===== src/design/ctf_mul.sv =====
// ----------------------------------------------------------------------------
// ctf_mul
// Shared signed multiplier with a registered product.
// ----------------------------------------------------------------------------
module ctf_mul #(
    parameter int AW = 35,
    parameter int BW = 34
) (
    input  logic                     aclk,
    input  logic                     en,
    input  logic signed [AW-1:0]     a,
    input  logic signed [BW-1:0]     b,
    output logic signed [AW+BW-1:0]  p_reg
);

    always_ff @(posedge aclk) begin
        if (en) begin
            p_reg <= a * b;
        end
    end

endmodule


===== config.mk =====
export PLATFORM = sky130hd
export DESIGN_NAME = ctf_mul
export DESIGN_NICKNAME = d
export VERILOG_FILES = /design/src/design/ctf_mul.sv
export SDC_FILE = /design/constraint.sdc
export NUM_CORES = 2
export LEC_CHECK = 0
export BUFFER_PORTS_ARGS = -buffer_cell sky130_fd_sc_hd__buf_2
export CAP_MARGIN = 20
export CORE_MARGIN = 1.5
export CORE_UTILIZATION = 30
export CTS_CLUSTER_SIZE = 28
export DETAILED_ROUTE_END_ITERATION = 12
export HOLD_SLACK_MARGIN = 0.08
export SYNTH_ARGS = -nofsm -noshare
export SYNTH_HDL_FRONTEND = slang
export SYNTH_SLANG_ARGS = --single-unit

===== constraint.sdc =====
create_clock -name aclk -period 13.05 [get_ports aclk]
set_input_delay 2.61 -clock aclk [delete_from_list [all_inputs] [get_ports aclk]]
set_output_delay 2.61 -clock aclk [all_outputs]
set_load 0.02 [all_outputs]

==> summary.txt <==
Worst setup path
  – Crit path kind: in -> reg
  – Worst Setup Start Kind: input port
  – WP data required: between 10 and 15 ns
  – CP dominant cell by count: fa_1
  – Crit path max-delay family: adder cells
  – Crit path from: a[34]
  – Buffers & Inverters on Critical Path: 7
  – Worst setup EP type: flip-flop
  – CP arrival: between 10 and 15 ns
  – Worst-path maximum fanout: 34
  – Slowest stage delay, CP: 0.86 ns
  – Crit. path cell count: 27
  – Critical-path top delay cell: fa_1

Yosys
  – Cells after synthesis: roughly 4700
  – Synth async-reset ratio: 0%
  – Library cells used by synthesis: 57
  – Avg Cell Area, Syn: 9.548 um^2
  – Largest cells by area after synthesis: fa_1 (57%), inv_1 (10%), and2_1 (8.8%)
  – Synth Net Count: 6230
  – Register area share after synthesis: 4.637%
  – FF+latch count, synth: 69
  – Yosys Warn Count: 0
  – Top_reg_cell synth: edfxtp_1
  – Cell Area, Synth: between 40000 and 50000 um^2
  – Number of synthesized flops with an enable pin: 69
  – Post-synth top area share: 57.03%
  – Area leader, netlist: fa_1

STA
  – RSZ-0062 raised after global routing: false
  – Final worst slack: ~2.0 ns
  – Hold Vio Cnt, Final: 0
  – Setup TNS: 0 ns
  – Worst rel slew slack: between 20% and 30%
  – Fmax: about 90 MHz
  – Tcrit/Tclk final: 84.82%
  – Worst-margin pin slew: about 1.1 ns
  – Min cycle time layout: 11.07 ns
  – Max Slew Vio Count: 0
  – Setup violations, final: 0

Route
  – Initial detailed-routing violation count: 1713
  – DRT Wirelength: 125.9 mm
  – Wire per inst: 19.20 um
  – DR DRC count: 0
  – Vias per inst: between 4 and 5
  – Routed Antenna Nets: 0
  – Vias: 30870
  – DR pass1 iterations: 5

Clock tree
  – CTS Buf Count: 9
  – H-tree levels: 3
  – Clock-pin slew on the worst setup and hold paths: about 0.060 ns
  – CTS Hold Bufs: 0
  – Clk sinks: 69
  – Postcts setup bufs: 0
  – CTS tree: done
  – Clock Tree Buf Depth: 2
  – Root Driver: clkbuf_16
  – Post_cts resized: 0

Floorplanning
  – Chip Width: 388.9 um
  – Area of the die: around 150000 um^2
  – Cell Rows: about 140
  – Ports: 140
  – Initial Utilization: ~30%
  – Die H: between 300 and 400 um
  – CORE AREA: roughly 150000 um^2

Min path
  – Hold path depth: 1
  – Worst hold path class: in -> reg
  – Hold Startpoint: en

Finish
  – Ratio of cells with drive above 1 in the final layout: 4.349%
  – Fill cells: 15440
  – Area Overhead vs Synth: 6.210%
  – Most frequent cells in the layout: fa_1 (1273), inv_1 (1234), and2_1 (630), nand2_1 (577), ha_1 (206)
  – Commonest non-fill, non-tap cell in the layout: fa_1
  – Max reg flops: between 60 and 70
  – Final #Nets: approximately 6200

Status
  – Status: completed

GRT
  – Global-route wire length before repair: about 200 mm
  – Vias in the first global route: 34860
  – Initial antenna violation count: 24
  – Largest net degree at the start of global routing: 60
  – Total Routing Usage GR: ~17%
  – Overflow after GRT: 0

Placed design
  – Place WS: 1.710 ns
  – I/O Buffers: ~140
  – GP Congestion: ~0.86
  – Post-DP HPWL: 103.0 mm

Job
  – Max-Cap Viols: 0
[synthesized netlist by cell type, types with 17 or more instances]
cell and number:
a21oi_1 80, fa_1 1273, nor2_1 62, ha_1 206
a21o_1 27, nand2b_1 19, nand4_1 17, clkbuf_1 240
xnor2_1 60, inv_1 1235, o21ai_0 37, edfxtp_1 69
and2_1 630, nand2_1 577, xor2_1 21
[per-stage QoR]
stage / utilization [%] / cell area, um^2 / hold WS (ns) / cells
final: 32.10 / 47460 / 2.562 / 6555
after global routing: 32.10 / 47460 / 2.552 / 6554
after CTS: 32.10 / 47450 / 2.540 / 6552
after detailed placement: 31.87 / 47120 / 2.930 / 6537
after global placement: 31.87 / 47120 / 2.924 / 6537
after floorplan: - / 44690 / 2.723 / 4680
[logic make-up (layout without fill, tap and decap cells)]
logic type | Yosys count | count (layout) | share of synthesized area, %
fa+ha+maj | 1479 | 1479 | 62.80
buf+inv | 1478 | 1420 | 12.42
simple gates | 1348 | 1348 | 15.30
compound gates | 225 | 225 | 3.259
xor+xnor | 81 | 81 | 1.588
flops | 69 | 69 | 4.637
other cells | 0 | 3 | 0
[layer usage]
metal,vias to the layer above,global-route usage [%],wire length [um]
met5,-,0,55
met4,8,7.827,6711
met3,296,1.884,5671
met2,938,31.11,65740
met1,16510,20.51,47700
li1,13120,-,-
[final cells by class]
type	count	area, um^2	share of cell area, %
Clock buffer	9	225.2	0.4745
Clock inverter	6	111.4	0.2346
Tap cell	1930	2415	5.088
Multi-Input combinational cell	3133	37060	78.09
Inverter	1235	4636	9.767
Timing Repair Buffer	170	930.9	1.961
Antenna cell	3	7.507	0.01582
Sequential cell	69	2072	4.366
[path summary, 6_finish.rpt]
| path | to | slack, ns |
|---|---|---|
| setup / recovery | p_reg[67]$_DFFE_PP_ | 1.98 |
| hold / removal | p_reg[4]$_DFFE_PP_ | 2.56 |
Power is not shown: default switching activity piles up to over one toggle a cycle in this logic, so the estimate is an artifact.
