==> src/design/ctf_pkg.sv <==
// ----------------------------------------------------------------------------
// ctf_pkg
// Shared constants, the arctangent table and helpers for the tilt filter.
// ----------------------------------------------------------------------------
package ctf_pkg;

    // Default build parameters.
    localparam int CORDIC_STEPS_DEF    = 16;
    localparam int ANGLE_FRAC_BITS_DEF = 16;

    // Fixed field widths.
    localparam int SAMPLE_W    = 16;
    localparam int ANGLE_OUT_W = 25;
    localparam int WEIGHT_W    = 17;
    localparam int GAIN_W      = 32;
    localparam int CFG_IDX_W   = 1;
    localparam int CFG_DATA_W  = 32;

    // Register indexes on the configuration channel.
    localparam logic [CFG_IDX_W-1:0] CFG_BLEND_WEIGHT   = 1'd0;
    localparam logic [CFG_IDX_W-1:0] CFG_GYRO_STEP_GAIN = 1'd1;

    localparam logic [WEIGHT_W-1:0] BLEND_WEIGHT_RST   = 17'd64225;
    localparam logic [GAIN_W-1:0]   GYRO_STEP_GAIN_RST = 32'd327868;
    localparam logic [WEIGHT_W-1:0] WEIGHT_ONE         = 17'd65536;

    // CORDIC datapath width and accelerometer prescale.
    localparam int CORDIC_XW = 34;
    localparam int ACC_SHIFT = 14;

    // 1/K in Q.31, applied to the magnitude pass result.
    localparam logic [30:0] INV_GAIN_Q31 = 31'd1304065748;

    localparam int TABLE_LEN = 24;
    localparam logic [29:0] ATAN_DEG_Q24 [TABLE_LEN] = '{
        30'd754974720, 30'd445687602, 30'd235489088, 30'd119537938,
        30'd60000934,  30'd30029717,  30'd15018523,  30'd7509720,
        30'd3754917,   30'd1877466,   30'd938734,    30'd469367,
        30'd234684,    30'd117342,    30'd58671,     30'd29335,
        30'd14668,     30'd7334,      30'd3667,      30'd1833,
        30'd917,       30'd458,       30'd229,       30'd115
    };

    // Arctangent of 2^-i in degrees, rounded half up to frac fraction bits.
    function automatic logic [31:0] atan_entry(input logic [4:0] i, input int frac);
        logic [31:0] t;
        logic [31:0] r;
        t = 32'(ATAN_DEG_Q24[i]);
        if (frac >= 24) begin
            r = t;
        end else begin
            r = (t + (32'd1 << (23 - frac))) >> (24 - frac);
        end
        return r;
    endfunction

endpackage

==> src/design/ctf_cordic.sv <==
// ----------------------------------------------------------------------------
// ctf_cordic
// Vectoring CORDIC that performs one micro-rotation per clock cycle.
// ----------------------------------------------------------------------------
module ctf_cordic
    import ctf_pkg::*;
#(
    parameter int STEPS = CORDIC_STEPS_DEF,
    parameter int FRAC  = ANGLE_FRAC_BITS_DEF
) (
    input  logic                        aclk,
    input  logic                        aresetn,
    input  logic                        start,
    input  logic signed [CORDIC_XW-1:0] x_init,
    input  logic signed [CORDIC_XW-1:0] y_init,
    output logic                        done_reg,
    output logic signed [CORDIC_XW-1:0] x_reg,
    output logic signed [FRAC+9:0]      z_reg
);

    localparam int ZW = FRAC + 10;
    localparam int SW = $clog2(STEPS + 1);
    localparam int IW = $clog2(STEPS);

    logic signed [CORDIC_XW-1:0] y_reg;
    logic [SW-1:0]               step_reg;
    logic                        run_reg;

    logic [IW-1:0]               idx;
    logic signed [CORDIC_XW-1:0] xs;
    logic signed [CORDIC_XW-1:0] ys;
    logic signed [ZW-1:0]        tab;

    assign idx = step_reg[IW-1:0];
    assign xs  = x_reg >>> idx;
    assign ys  = y_reg >>> idx;
    assign tab = ZW'(atan_entry(5'(idx), FRAC));

    always_ff @(posedge aclk) begin
        if (start) begin
            x_reg <= x_init;
            y_reg <= y_init;
            z_reg <= '0;
        end else if (run_reg) begin
            if (y_reg > 0) begin
                x_reg <= x_reg + ys;
                y_reg <= y_reg - xs;
                z_reg <= z_reg + tab;
            end else begin
                x_reg <= x_reg - ys;
                y_reg <= y_reg + xs;
                z_reg <= z_reg - tab;
            end
        end
    end

    always_ff @(posedge aclk) begin
        if (!aresetn) begin
            run_reg  <= 1'b0;
            done_reg <= 1'b0;
            step_reg <= '0;
        end else begin
            done_reg <= 1'b0;
            if (start) begin
                run_reg  <= 1'b1;
                step_reg <= '0;
            end else if (run_reg) begin
                step_reg <= step_reg + 1'b1;
                if (step_reg == SW'(STEPS - 1)) begin
                    run_reg  <= 1'b0;
                    done_reg <= 1'b1;
                end
            end
        end
    end

endmodule

==> config.mk <==
export PLATFORM = sky130hd
export DESIGN_NAME = ctf_cordic
export DESIGN_NICKNAME = d
export VERILOG_FILES = /design/src/design/ctf_pkg.sv /design/src/design/ctf_cordic.sv
export SDC_FILE = /design/constraint.sdc
export NUM_CORES = 1
export LEC_CHECK = 0
export BUFFER_PORTS_ARGS = -buffer_cell sky130_fd_sc_hd__buf_4
export CAP_MARGIN = 20
export CORE_MARGIN = 2
export CORE_UTILIZATION = 39
export CTS_BUF_LIST = sky130_fd_sc_hd__clkbuf_16
export DETAILED_ROUTE_END_ITERATION = 6
export GPL_TIMING_DRIVEN = 0
export PLACE_DENSITY = 0.67
export SETUP_SLACK_MARGIN = 0.3
export SLEW_MARGIN = 20
export SYNTH_ARGS = -nofsm -noshare
export SYNTH_HDL_FRONTEND = slang
export SYNTH_SLANG_ARGS = --single-unit
==> constraint.sdc <==
create_clock -name aclk -period 7.85 [get_ports aclk]
set_input_delay 0.785 -clock aclk [delete_from_list [all_inputs] [get_ports aclk]]
set_output_delay 0.785 -clock aclk [all_outputs]
set_load 0.01 [all_outputs]
==> results of run 1 <==
## repair_timing
item / CTS / global route
endpoints found under the setup margin: 34 / 18
gates resized for setup: 17 / 19
hold endpoints to repair: 0 / 0
## power breakdown
group / internal, mW / switching (mW)
clock: 0.224 / 0.260
sequential: 0.968 / 0.619
combinational: 3.34 / 4.47
## worst max-delay path: cells and delay by family (launching register included)
family	cells	cell delay [ns]
AO/OA/AOI/OAI	9	2.77
adder cells (fa/ha/maj)	1	0.30
buffers and inverters	4	1.57
flip-flops	1	0.61
AND/OR/NAND/NOR	7	1.89
## final cells by class
cell class                      instances  area [um^2]
Sequential cell                       101         2700
Tap cell                              518          648
Inverter                               52          200
Clock buffer                            9          225
Buffer                                101          554
Fill cell                            3900        21400
Clock inverter                          7         66.3
Antenna cell                            2         5.00
Multi-Input combinational cell       1603        11900
Timing Repair Buffer                  132         1010
## cell families after synthesis
logic type | Yosys count | synth area share, %
compound gates | 571 | 24.4
buf+inv | 153 | 4.70
fa+ha+maj | 107 | 8.89
mux | 184 | 16.9
xor+xnor | 158 | 9.04
simple gates | 583 | 18.4
flops | 101 | 17.6
## cell usage after synthesis, types with 17 or more instances
cell	n
nand2_1	187
nor2_1	166
o21ai_0	144
a21oi_1	135
ha_1	104
xnor2_1	97
mux2i_1	90
edfxtp_1	68
xor2_1	61
clkbuf_1	50
inv_1	49
mux4_2	44
a21o_1	40
mux2_2	40
dfxtp_1	33
nand3_1	32
o21a_1	31
a31oi_1	27
and2_1	27
nor3_1	27
nor2b_1	24
a211oi_1	21
nand2b_1	19
buf_2	18
nand4_1	18
nor4_1	17
## layer usage
metal | vias up | part of all wire, % | track usage, %
li1 | 7286 | - | -
met1 | 8011 | 43 | 45.5
met2 | 692 | 46 | 56.5
met3 | 171 | 6.3 | 4.63
met4 | 0 | 5.5 | 18.3
met5 | - | 0 | 0
## worst min path at each step
stage	depth (start not counted)	slack [ns]	to
after CTS	2	0.48	step_reg[4]
after floorplan	2	0.46	step_reg[4]
after global placement	2	0.47	step_reg[4]
final	2	0.49	step_reg[4]
after global routing	2	0.51	step_reg[4]
after detailed placement	2	0.48	step_reg[4]
## placed cells by master, fill, tap and decap left out, types with 10 or more instances in the layout
master,n
edfxtp_1,68
mux2_2,40
nor4_1,16
mux4_2,44
ha_1,104
xor2_1,61
nor2_1,166
a31oi_1,27
o21ai_0,144
o21a_1,31
nor2b_1,24
nand3_1,32
nand2_1,187
o211ai_1,11
nand4_1,18
a21oi_1,135
clkbuf_1,42
buf_2,19
and2_1,27
dfxtp_1,32
a211o_1,10
o31ai_1,15
xnor2_1,97
a211oi_1,21
buf_1,10
nand2b_1,19
inv_1,48
a22o_1,11
o22ai_1,16
nor3_1,27
o21bai_1,16
and3_1,15
buf_4,139
a21o_1,40
mux2i_1,90
## metrics by stage
| step | utilization, % | instance area [um^2] |
|---|---|---|
| 4_1_cts | 44.6 | 17300 |
| 3_5_place_dp | 43.8 | 17000 |
| 6_report | 44.8 | 17300 |
| 3_3_place_gp | 43.7 | 16900 |
| 2_1_floorplan | - | 15300 |
| 5_1_grt | 44.8 | 17300 |
==> results.cfg, run 1 <==
[logic_synthesis]
yosysTopAreaCell = edfxtp_1
synth_seq_area_share_pct = 17.6
netlist_top_cells_area = edfxtp_1 (13%), ha_1 (8.5%), mux4_2 (6.5%)
synth_flop_cell = edfxtp_1
synth-async-reset-ratio_pct = 0
netlist.area_leader.share_pct = 13.3
synth_enable_flop_cells = 68
synth.distinct_cells = 94
ys_warn_count = 0
syn_nets = 2035
syn_avg_cell_area_um2 = 8.25
ys_ff_latch = 101
syn-instance-count = 1857
synthesis.area_mm2 = 0.0153

[min_path]
min_from = step_reg[4]
min_path_type = reg2reg

[cells_and_area]
layoutNonFillerInstCount = 2525
area_delta_synth_final_pct = 13.2
drive_above_1_share_pct = 15.9
nets = 2178

[global_routing]
grt.total_usage_pct = 34.9
grt_max_degree = 44
antenna_found_initial = 3
grt_pass1_vias = 15800
grt-ovfl-total = 0
grt_pass1_wl_mm = 105

[timing]
setup_viol_count_final = 0
fin_crit_ns = 7.38
rsz0062_at_grt = no
worst_slack_ns = 0.473
fin_tns_setup_ns = 0
slew-limit-headroom_pct = 20.7
finalHoldWorstSlack_ns = 0.494
finalCritPeriodShare_pct = 94.0
fin_skew_ns = 0.0102
worst_pin_slew_ns = 1.19
drv_slew = 0
fmax_ghz = 0.136
hold_viol = 0

[routing]
drc = 0
drt_iter0_drc = 1517
final_antenna_net_count = 0
drt-pass1-iter-count = 6
routedWlPerCell_um = 28.6
dr_total_vias = 16200
vias_per_cell = 6.40
wl_mm = 72.1

[placed_design]
preCtsSetupSlack_ns = -0.950
hpwl_mm = 55.8
post-place-cells = 2507
gp_congestion = 1.01
io_buffer_count = 130

[setup_path]
critical_path_class = reg2reg
r2r_cells = 21
r2r-end = x_reg[33]
crit_slowest_cell = edfxtp_1
endpoint_kind = flop
cp_slowest_stage_delay_ns = 0.61
crit_end = x_reg[33]
crit_path_max_fanout = 10
crit_required_ns = 8.03
worstSetupStartpoint = y_reg[24]
arrival_ns = 7.56
reg2reg_slack_ns = 0.47
reg2reg_from = y_reg[24]
path_cells = nor4_2 > nand4_1 > nor4_1 > nand4_1 > nor2b_1 > clkbuf_1 > inv_2 > clkbuf_4 > buf_2 > nand2_1 > o21ai_0 > ha_1 > nor2b_1 > o31ai_1 > a21oi_1 > a31oi_1 > a311oi_2 > a211o_1 > a2111oi_0 > o31ai_1 > o311ai_1
cp-start-kind = flop

[floorplanning]
initial_core_util_pct = 39.5
rows = 72
core_area_mm2 = 0.0387
fp.dieArea_mm2 = 0.0409
die_x_um = 202
die_y_um = 202
io_pins = 132

[pwr]
peakVddDrop_v = 0.000326
p_leak_nw = 6.88
total_power_mw = 9.87
powerDensity_mw_per_mm2 = 569

[clocking]
cts_hold_buffers = 0
postCtsSetupRepairBufs = 0
cts_buffers = 9
clkTransAtPathRegs_ns = 0.08
clock-sinks = 101
clock_latency_ns = 0.40
tritoncts = built
cts_root_buf = clkbuf_16
cts.path.max_buffers = 2
htreeDepth = 3

[flow_run]
drv_cap = 0

[outcome]
status = finished clean
(Power assumes the default switching activity.)
==> inputs of run 2 (changes only) <==
==> constraint.sdc (replaced) <==
create_clock -name aclk -period 8.9 [get_ports aclk]
set_input_delay 0.89 -clock aclk [delete_from_list [all_inputs] [get_ports aclk]]
set_output_delay 0.89 -clock aclk [all_outputs]
set_load 0.01 [all_outputs]
==> run 2 against run 1 <==
Compared with the run above: clock power decreased by 12%; worst setup slack improved by 0.0043 ns; clock skew about the same; worst hold slack about the same; flip-flop and latch count unchanged; die area unchanged; count of clock-buffer cells in the layout unchanged; first-iteration DRC count increased by 2.0%.
==> results.cfg, run 2 (same netlist as run 1, synthesis figures left out) <==
[floorplanning]
rows = 72
core_area_mm2 = 0.0387
fp.dieArea_mm2 = 0.0409
io_pins = 132
die_x_um = 202
die_y_um = 202
initial_core_util_pct = 39.5

[placed_design]
hpwl_mm = 55.8
gp_congestion = 1.01
io_buffer_count = 130
place_area_mm2 = 0.0170

[setup_path]
critical_path_class = reg2reg
cp_slowest_stage_delay_ns = 0.80
path_depth = 25
crit_top_cell = buf_2
cp-start-kind = flop
crit_slowest_cell = clkdlybuf4s15_1
crit_required_ns = 9.03
endpoint_kind = flop
r2r_cells = 25
cp_top_family = buffers and inverters
arrival_ns = 8.55
cp_num_buf_inv = 8
crit_path_max_fanout = 10

[routing]
dr_wl_met3_mm = 4.68
drt_iter0_drc = 1547
dr.max_layer_used = met4
dr_total_vias = 16200
met1_length_mm = 30.6
drt-pass1-iter-count = 6
routedWlPerCell_um = 28.5
drc = 0
wl_mm = 72.0
final_antenna_net_count = 0
route.met2.wl_mm = 32.7
vias_per_cell = 6.43

[clocking]
clkTransAtPathRegs_ns = 0.09
htreeDepth = 3
clock-sinks = 101
cts.path.max_buffers = 2
tritoncts = built
clock_latency_ns = 0.40
cts_buffers = 9
cts_root_buf = clkbuf_16

[cells_and_area]
multi_input_area_mm2 = 0.0119
final_area_mm2 = 0.0173
nets = 2178
fillCellCount = 3898
area_delta_synth_final_pct = 13.0
seq_area_mm2 = 0.00270
drive_above_1_share_pct = 15.3
diodes = 0
final_common_cell = nand2_1
final_cell_mix = nand2_1 (187), nor2_1 (166), o21ai_0 (144)

[timing]
fmax_ghz = 0.119
slew-limit-headroom_pct = 16.2
rsz0062_at_grt = yes
fin_tns_setup_ns = 0
fin_skew_ns = 0.0105
setup_viol_count_final = 0
hold_viol = 0
finalCritPeriodShare_pct = 94.6
worst_pin_slew_ns = 1.26
fin_crit_ns = 8.42
drv_slew = 0
finalHoldWorstSlack_ns = 0.494

[flow_run]
drv_cap = 0

[outcome]
status = finished clean

[global_routing]
grt_max_degree = 44
grt_pass1_wl_mm = 105
antenna_found_initial = 2
grt.total_usage_pct = 34.9
grt_pass1_vias = 15800
grt-ovfl-total = 0

[min_path]
hold_depth = 2
min_path_type = reg2reg

[pwr]
powerDensity_mw_per_mm2 = 501
peakVddDrop_v = 0.000282
total_power_mw = 8.66
p_leak_nw = 6.86
-- run 2: cell types whose count changed in the layout (fill, tap and decap cells not counted), moves of 2 or more --
cell	previous run	this run
clkdlybuf4s15_2	0	2
buf_1	10	12
diode_2	2	0
clkbuf_2	8	6
clkbuf_1	42	45
buf_4	139	137
clkbuf_4	3	0
-- run 2: cell type report --
cell class | count | share of cell area, %
well taps | 518 | 3.75
plain buffers | 101 | 3.20
clock inverters | 7 | 0.383
repair buffers | 132 | 5.86
clock buffers | 9 | 1.30
multi-input cells | 1603 | 68.7
flip-flops and latches | 101 | 15.6
inverters | 52 | 1.14
-- run 2: metrics by stage --
stage	worst slack (ns)	util (%)	std cells
finish	0.477	44.7	2523
global route	0.290	44.7	2523
CTS	0.466	44.6	2523
detailed placement	0.100	43.8	2507
global placement	0.0377	43.7	2505
floorplan	2.45	-	1857
-- run 2: path summary, 6_finish.rpt --
| path | startpoint | to | slack [ns] |
|---|---|---|---|
| worst max-delay path | step_reg[2] | x_reg[30] | 0.48 |
| worst min register to register | step_reg[4] | step_reg[4] | 0.49 |
| worst min-delay path | step_reg[4] | step_reg[4] | 0.49 |
| worst max register to register | step_reg[2] | x_reg[30] | 0.48 |
-- run 2: per-layer routing --
metal / vias up / global-route usage, %
met5: - / 0
met1: 7984 / 45.5
met2: 783 / 56.3
li1: 7280 / -
met4: 0 / 18.6
met3: 177 / 4.58
-- run 2: power by group --
group,switching [mW],internal (mW),leakage [nW]
Combinational,3.91,2.93,5.75
Clock,0.230,0.198,0.144
Sequential,0.540,0.853,0.964
Total,4.68,3.98,6.86
-- run 2: what timing repair did --
action / CTS / global route
gates resized for setup: 4 / 5
pin swaps: 0 / 0
buffers inserted: 0 / 0
gates cloned: 0 / 0
endpoints found under the setup margin: 3 / 12
hold buffers: 0 / 0
-- run 2: worst reg2reg max path, cell delays in order, from the launching register on --
cell             delay (ns)
dfxtp_1                0.43
buf_2                  0.28
buf_2                  0.34
buf_1                  0.68
buf_2                  0.53
clkbuf_2               0.46
clkbuf_1               0.58
clkdlybuf4s15_1        0.80
a21oi_1                0.22
ha_1                   0.28
nand2_1                0.11
and4bb_2               0.30
nand3b_1               0.09
nand2_1                0.08
o21ai_0                0.16
xnor2_1                0.15
ha_1                   0.24
clkbuf_1               0.18
a21o_1                 0.19
a21oi_1                0.23
a21boi_0               0.39
nor2_1                 0.19
a2111oi_0              0.62
o311ai_0               0.34
nand4_1                0.17
o211ai_1               0.10
